==> config.mk <==
export PLATFORM = sky130hd
export DESIGN_NAME = npct_free_stack
export DESIGN_NICKNAME = d
export VERILOG_FILES = /design/src/npct_pkg.sv /design/src/npct_free_stack.sv
export SDC_FILE = /design/constraint.sdc
export NUM_CORES = 2
export LEC_CHECK = 0
export ABC_AREA = 1
export BUFFER_PORTS_ARGS = -buffer_cell sky130_fd_sc_hd__buf_2
export CELL_PAD_IN_SITES_DETAIL_PLACEMENT = 0
export CELL_PAD_IN_SITES_GLOBAL_PLACEMENT = 1
export CORE_MARGIN = 2
export CORE_UTILIZATION = 47
export DETAILED_ROUTE_END_ITERATION = 16
export HOLD_SLACK_MARGIN = 0.05
export MAX_ROUTING_LAYER = met4
export PLACE_DENSITY = 0.86
export SYNTH_ARGS = -nofsm -noshare
export SYNTH_HDL_FRONTEND = slang
export SYNTH_SLANG_ARGS = --single-unit
export TNS_END_PERCENT = 1
==> constraint.sdc <==
create_clock -name clk -period 2.81 [get_ports clk]
set_input_delay 0.562 -clock clk [delete_from_list [all_inputs] [get_ports clk]]
set_output_delay 0.562 -clock clk [all_outputs]
set_load 0.01 [all_outputs]
==> src/npct_pkg.sv <==
// shared types, codes and constants for the port connection table
`timescale 1ns / 1ps
package npct_pkg;

  // table geometry and register reset values
  localparam int          SLOTS_DEF     = 256;
  localparam logic [15:0] PORT_BASE_RST = 16'd10000;
  localparam logic [10:0] TIMEOUT_RST   = 11'd5;
  localparam logic [16:0] SECS_PER_MIN  = 17'd60;

  // configuration register indexes
  localparam logic [1:0] CFG_PORT_BASE = 2'd0;
  localparam logic [1:0] CFG_TIMEOUT   = 2'd1;

  // result status codes
  localparam logic [1:0] STAT_OK   = 2'd0;
  localparam logic [1:0] STAT_FULL = 2'd1;
  localparam logic [1:0] STAT_MISS = 2'd2;

  typedef enum logic [1:0] {
    CMD_LOOKUP    = 2'd0,
    CMD_DELETE    = 2'd1,
    CMD_TRANSLATE = 2'd2,
    CMD_SWEEP     = 2'd3
  } cmd_e_t;

  typedef enum logic [3:0] {
    S_IDLE,
    S_LK_RD,
    S_LK_EV,
    S_ALLOC,
    S_POP_WAIT,
    S_CREATE,
    S_DEL_RD,
    S_DEL_EV,
    S_TR_RD,
    S_TR_EV,
    S_SW_RD,
    S_SW_EV,
    S_DONE
  } fsm_t;

  typedef struct packed {
    cmd_e_t      command;
    logic [15:0] session;
    logic [15:0] port;
    logic [7:0]  entry;
    logic [31:0] now;
  } in_req_t;

  typedef struct packed {
    logic [1:0]  status;
    logic [7:0]  slot;
    logic [15:0] public_port;
    logic        was_created;
    logic [15:0] owner_session;
    logic [15:0] client_port;
    logic        entry_active;
    logic [8:0]  removed_count;
  } out_rsp_t;

  // one connection entry as held in the entry memory
  typedef struct packed {
    logic [15:0] owner;
    logic [15:0] cport;
    logic [31:0] stamp;
  } ent_t;

  // match and age flags for the entry just read
  typedef struct packed {
    logic hit;
    logic old;
  } probe_t;

endpackage

==> src/npct_free_stack.sv <==
// free slot stack in memory with its fill count
`timescale 1ns / 1ps
module npct_free_stack #(
  parameter int SLOTS = npct_pkg::SLOTS_DEF,
  localparam int SW = $clog2(SLOTS),
  localparam int CW = $clog2(SLOTS + 1)
) (
  input  logic          clk,
  input  logic          rst_n,
  input  logic          push,
  input  logic [SW-1:0] push_slot,
  input  logic          pop,
  output logic [SW-1:0] pop_slot,
  output logic          empty,
  output logic          full
);
  import npct_pkg::*;

  logic [SW-1:0] mem [SLOTS];
  logic [CW-1:0] count_r;
  logic [CW-1:0] count_nxt;
  logic [CW-1:0] top_idx;

  assign empty   = (count_r == '0);
  assign full    = (count_r == CW'(SLOTS));
  assign top_idx = count_r - CW'(1);

  // fill count
  always_comb begin
    count_nxt = count_r;
    if (push && !full) begin
      count_nxt = count_r + CW'(1);
    end else if (pop && !empty) begin
      count_nxt = top_idx;
    end
  end

  always_ff @(posedge clk) begin
    if (!rst_n) begin
      count_r <= '0;
    end else begin
      count_r <= count_nxt;
    end
  end

  // stack memory, top read registered on pop
  always_ff @(posedge clk) begin
    if (push && !full) begin
      mem[count_r[SW-1:0]] <= push_slot;
    end
    if (pop) begin
      pop_slot <= mem[top_idx[SW-1:0]];
    end
  end

endmodule
# Yosys cells after proc, flatten, opt, wreduce, memory -nomap -nowiden
# Memory sizes are Yosys's and may differ from the RTL's. A register that Yosys moved wholly into a read port is not among the register bits.
# Cells that the tools add are included.
# totals
n_memories	1
mem_bits_rw	2048
register_bits	9
out_inout_bits	10
wordCells	15
# memory_table
memory	depth	word_bits	rd	rd_ports_with_merged_regs	wr	line	source
mem	256	8	1	1	1	npct_free_stack.sv:19	logic [SW-1:0] mem [SLOTS];
# classes
muxes	4
eq_ne	1
addsub	2
n_reduce_logical	6
# ops
cell	n
$mux 9	2
$add 9x1->9 const B	1
$eq 9x9->1 const B	1
$logic_not 9->1	1
$sub 9x1->9 const B	1
$logic_and 1x1->1	2
$logic_not 1->1	2
$mux 1	2
$reduce_bool 2->1	1

# Longest topological paths before layout
# depth
ltp_word	5
depth_mapped	17
mapped_depth_nobuf	13

# Worst setup path before layout
# Ideal clock, no wire load.
# synth_path
kind	register to register
from	register count_r[0]
to	memory mem[127][0] (netlist name) (enable)
slack_ps	-135
setup_ps	395
path_buffers	2
t_arrival_ps	2550
t_required_ps	2415
path_stages_with_launch	12
path_cell_list	dfxtp_1 inv_2 buf_2 buf_1 ha_1 nand3_2 nor2_2 nand2_1 nand2_4 inv_4 nand2_2 nor4_1
# synth_between
elab_chain_cells	5
# synth_rtl
item	line	source
start: declaration	npct_free_stack.sv:20	logic [CW-1:0] count_r;
start signal: assignment	npct_free_stack.sv:42	count_r <= count_nxt;
$eq 9x9->1	npct_free_stack.sv:25	assign full = (count_r == CW'(SLOTS));
$logic_not 1->1	npct_free_stack.sv:48	if (push && !full) begin
$logic_and 1x1->1	npct_free_stack.sv:48	
$mux 1	npct_free_stack.sv:48	
$mux 1 (implied by the code)	npct_free_stack.sv:49	mem[count_r[SW-1:0]] <= push_slot;
end: declaration	npct_free_stack.sv:19	
# Several ways; a longest one is shown, not always the timed one.

# Worst setup path in the final report
# layout_path
from	register count_r[0]
to	register pop_slot[7], read port of mem (data pin)
# layout_between
elab_chain_cells	1
# layout_rtl
item	line	source
$sub 9x1->9	npct_free_stack.sv:26	assign top_idx = count_r - CW'(1);
end: declaration	npct_free_stack.sv:13	output logic [SW-1:0] pop_slot,
# No other way between the ends.
# A chain may end at the register's enable or synchronous reset.

==> results.sh <==
export IMPL_status="finished, violations left"
export IMPL_violations="negative setup slack"
export IMPL_ios=22
export IMPL_crit_slowest_cell="dfxtp_4"
export IMPL_p_per_area_nw_per_um2=855
export IMPL_cts_root_buf="clkbuf_16"
export IMPL_cp_end_kind="flip-flop"
export IMPL_synth_area_per_cell_sq_um=11.9
export IMPL_hp_class="primary input to flip-flop"
export IMPL_fin_setup_tns_ps=-2.23
export IMPL_timing_fmax_mhz=356
export IMPL_drive_gt1_share_pct=11.3
export IMPL_critPathMaxStageDelay_ps=370
export IMPL_worstMarginPinSlew_ps=1020
export IMPL_maxCapViolations=0
export IMPL_crit_chain="inv_8 > ha_4 > inv_2 > nand2_4 > nand2_8 > buf_12 > buf_12 > nand3_1 > nand3_1 > nand3_1 > nand3_1 > nand3_1 > nand2_1 > nand2_1 > nand2_1"
export IMPL_antenna_found_initial=3
export IMPL_ys_seq_area_share_pct=73.9
export IMPL_drtIter0Drc=7501
export IMPL_regToRegSetupSlack_ps=-2
export IMPL_die_width_um=426
export IMPL_setup_viol=1
export IMPL_ys_warn_count=0
export IMPL_min_period_over_period_pct=100
export IMPL_critPathMaxFanout=35
export IMPL_synth_cell_types=36
export IMPL_grt_usage_pct=26.3
export IMPL_place_inst=9414
export IMPL_drc_errors=0
export IMPL_clk_latency_ps=860
export IMPL_period_needed_ps=2810
export IMPL_syn_area_sq_um=83800
export IMPL_grt_max_degree=185
export IMPL_crit_family="simple AND/OR/NAND/NOR gates"
export IMPL_wl_um=234000
export IMPL_area_growth_pct=14.9
export IMPL_finish_utilization_pct=54.5
export IMPL_synth_fp_nets=7068
export IMPL_netlist_instances=7052
export IMPL_maxSlewViolCount=0
export IMPL_r2r_start="count_r[0]"
export IMPL_clk_pin_slew_ps=60
export IMPL_wl_per_cell_um=23.9
export IMPL_ant_nets=0
export IMPL_coreArea_sq_um=177000
export IMPL_worstSetupStartpoint="count_r[0]"
export IMPL_fin_ws_ps=-2.23
export IMPL_p_leak_nw=34.0
export IMPL_fin_nets=7304
export IMPL_regArea_sq_um=61900
export IMPL_fillCellCount=14200
export IMPL_final_cells=9790
export IMPL_vias_per_cell=5.84
export IMPL_grt_busiest_layer="met2"
export IMPL_finalClockSkew_ps=69.6
export IMPL_critical_path_buf_inv_count=4
export IMPL_grt_pass1_vias=55100
export IMPL_num_vias=57100
export IMPL_relSlewSlack_pct=31.7
export IMPL_cts_tree="built"
export IMPL_critPathRequiredTime_ps=3420
export IMPL_hold_viol_final=0
export IMPL_clock_sinks=2065
export IMPL_die_y_um=426
export IMPL_crit_type="flip-flop to flip-flop"
export IMPL_crit_path_frequent_cell="nand3_1"
export IMPL_met2_usage_pct=41.1
export IMPL_vdd_drop_max_mv=0.594
export IMPL_cts_buffer_depth=3
export IMPL_crit_arrival_ps=3420
export IMPL_multi_input_area_sq_um=19800
export IMPL_drt_first_pass_iters=8
export IMPL_overflow=0
export IMPL_gp_congestion=0.912
export IMPL_critPathLaunchType="flip-flop"
export IMPL_numPortBuffers=21
export IMPL_min_delay_start="push_slot[6]"
export IMPL_start_util_pct=47.4
export IMPL_synth_seq_cells=2065
export IMPL_cts_max_level=4
export IMPL_fp_dieArea_sq_um=182000
export IMPL_rsz0062_at_grt="yes"
export IMPL_grt_pass1_wl_um=348000
export IMPL_met1_usage_pct=34.8
export IMPL_numCtsBuffers=196
export IMPL_met3_usage_pct=4.39
export IMPL_rows=154
export IMPL_place_hpwl_um=140000
==> final timing paths <==
| path | endpoint | cells after the start |
|---|---|---|
| worst max-delay path | pop_slot[7] | 15 |
| worst min-delay path | mem[152][6] | 1 |
| worst max register to register | pop_slot[7] | 15 |
| worst min register to register | count_r[8] | 2 |
==> synth_stat cells <==
| master | instances | share of area [%] |
|---|---|---|
| nand3b_1 | 1 | 0.0090 |
| nor2_2 | 2 | 0.015 |
| ha_1 | 4 | 0.060 |
| o22ai_1 | 1 | 0.0075 |
| nor3_1 | 1 | 0.0060 |
| buf_1 | 56 | 0.25 |
| nor4_1 | 1 | 0.0075 |
| buf_6 | 1 | 0.013 |
| o211ai_1 | 1 | 0.0090 |
| o21ai_0 | 5 | 0.030 |
| buf_2 | 222 | 1.3 |
| a31oi_1 | 2 | 0.015 |
| inv_2 | 9 | 0.040 |
| clkbuf_1 | 186 | 0.83 |
| xor2_2 | 1 | 0.019 |
| nor2_1 | 266 | 1.2 |
| nand2_2 | 4 | 0.030 |
| nor3_2 | 1 | 0.012 |
| inv_1 | 19 | 0.085 |
| a221oi_1 | 1 | 0.010 |
| or2_2 | 1 | 0.0075 |
| nand2_1 | 2133 | 9.6 |
| nand3_2 | 1 | 0.012 |
| buf_4 | 18 | 0.16 |
| dfxtp_1 | 9 | 0.22 |
| nand2_4 | 1 | 0.013 |
| nand4_2 | 7 | 0.10 |
| a32oi_1 | 1 | 0.010 |
| nand3_1 | 2022 | 12 |
| nand4_1 | 6 | 0.045 |
| inv_4 | 1 | 0.0075 |
| o21ai_1 | 2 | 0.012 |
| xor2_1 | 3 | 0.031 |
| o31ai_1 | 2 | 0.018 |
| edfxtp_1 | 2056 | 74 |
| a21oi_1 | 5 | 0.030 |
==> placed cells by master (no fill, tap or decap), types with 3 or more instances in the layout <==
cell type   Yosys  layout
buf_8           0      10
dfxtp_1         9       7
clkinv_1        0      47
o21ai_0         5       5
inv_2           9       6
nand3_1      2022    2009
a21oi_1         5       5
buf_2         222      13
clkbuf_16       0     205
clkinvlp_4      0       8
nand2_2         4       7
clkbuf_8        0       6
nor2_1        266     264
clkinv_2        0      31
buf_16          0      10
inv_1          19      19
bufinv_16       0       6
nand2_1      2133    2124
buf_6           1      10
nand4_1         6       6
nand3_2         1      13
nand2_4         1       7
buf_4          18     383
clkbuf_1      186      46
clkinv_16       0       4
ha_1            4       3
nand4_2         7       7
buf_12          0      87
edfxtp_1     2056    2056
nor2_2          2       3
clkinv_8        0       4
inv_6           0       4
diode_2         0       3
==> routing by layer <==
layer | vias to the layer above | wire length [um]
met5 | - | 0
met4 | 0 | 8450
met3 | 437 | 22800
met2 | 3065 | 113000
met1 | 28100 | 90600
li1 | 25500 | -
==> registers in the layout (all words and copies together), names as in the netlist <==
name,count
mem,2048
count_r,9
pop_slot,8
==> stage by stage <==
stage | hold WS (ps) | total power [mW] | instance area, sq um | worst slack, ps
after floorplan | 464 | 46.9 | 83800 | -64.4
after global placement | 485 | 56.4 | 89700 | -176
after detailed placement | 491 | 56.5 | 89700 | -148
after CTS | 107 | 81.5 | 95900 | -47.3
after global routing | 130 | 84.9 | 96200 | -40.5
final | 138 | 82.3 | 96200 | -2.23
==> area by class of cell <==
cell class	count	area share [%]
diodes	3	0.00780
clock buffers	252	5.47
clock inverters	105	0.840
inverters	29	0.138
multi-input cells	4476	20.5
flip-flops and latches	2065	64.4
well taps	2340	3.04
repair buffers	520	5.60
==> report_power, final <==
| group | switching (mW) | internal (mW) | total [mW] |
|---|---|---|---|
| logic | 15.9 | 6.88 | 22.8 |
| registers | 0.179 | 34.1 | 34.3 |
| clock network | 11.4 | 13.8 | 25.1 |
==> kinds of logic (layout without fill, tap and decap cells) <==
group | Yosys count | count (layout) | share of synthesized area [%]
XOR/XNOR | 4 | 4 | 0.0508
AO/OA/AOI/OAI | 20 | 20 | 0.142
other | 0 | 3 | 0
buffers and inverters | 512 | 906 | 2.72
adder cells (fa/ha/maj) | 4 | 4 | 0.0598
flip-flops | 2065 | 2065 | 73.9
AND/OR/NAND/NOR | 4447 | 4448 | 23.1
==> repair_timing <==
item | CTS | global route
endpoints found under the hold margin | 9 | 0
pin swaps | 2 | 4
setup buffers | 3 | 5
hold buffers | 1 | 0
gates cloned | 2 | 5
endpoints found under the setup margin | 7 | 19
resized for setup | 15 | 34
(Power assumes the default switching activity.)
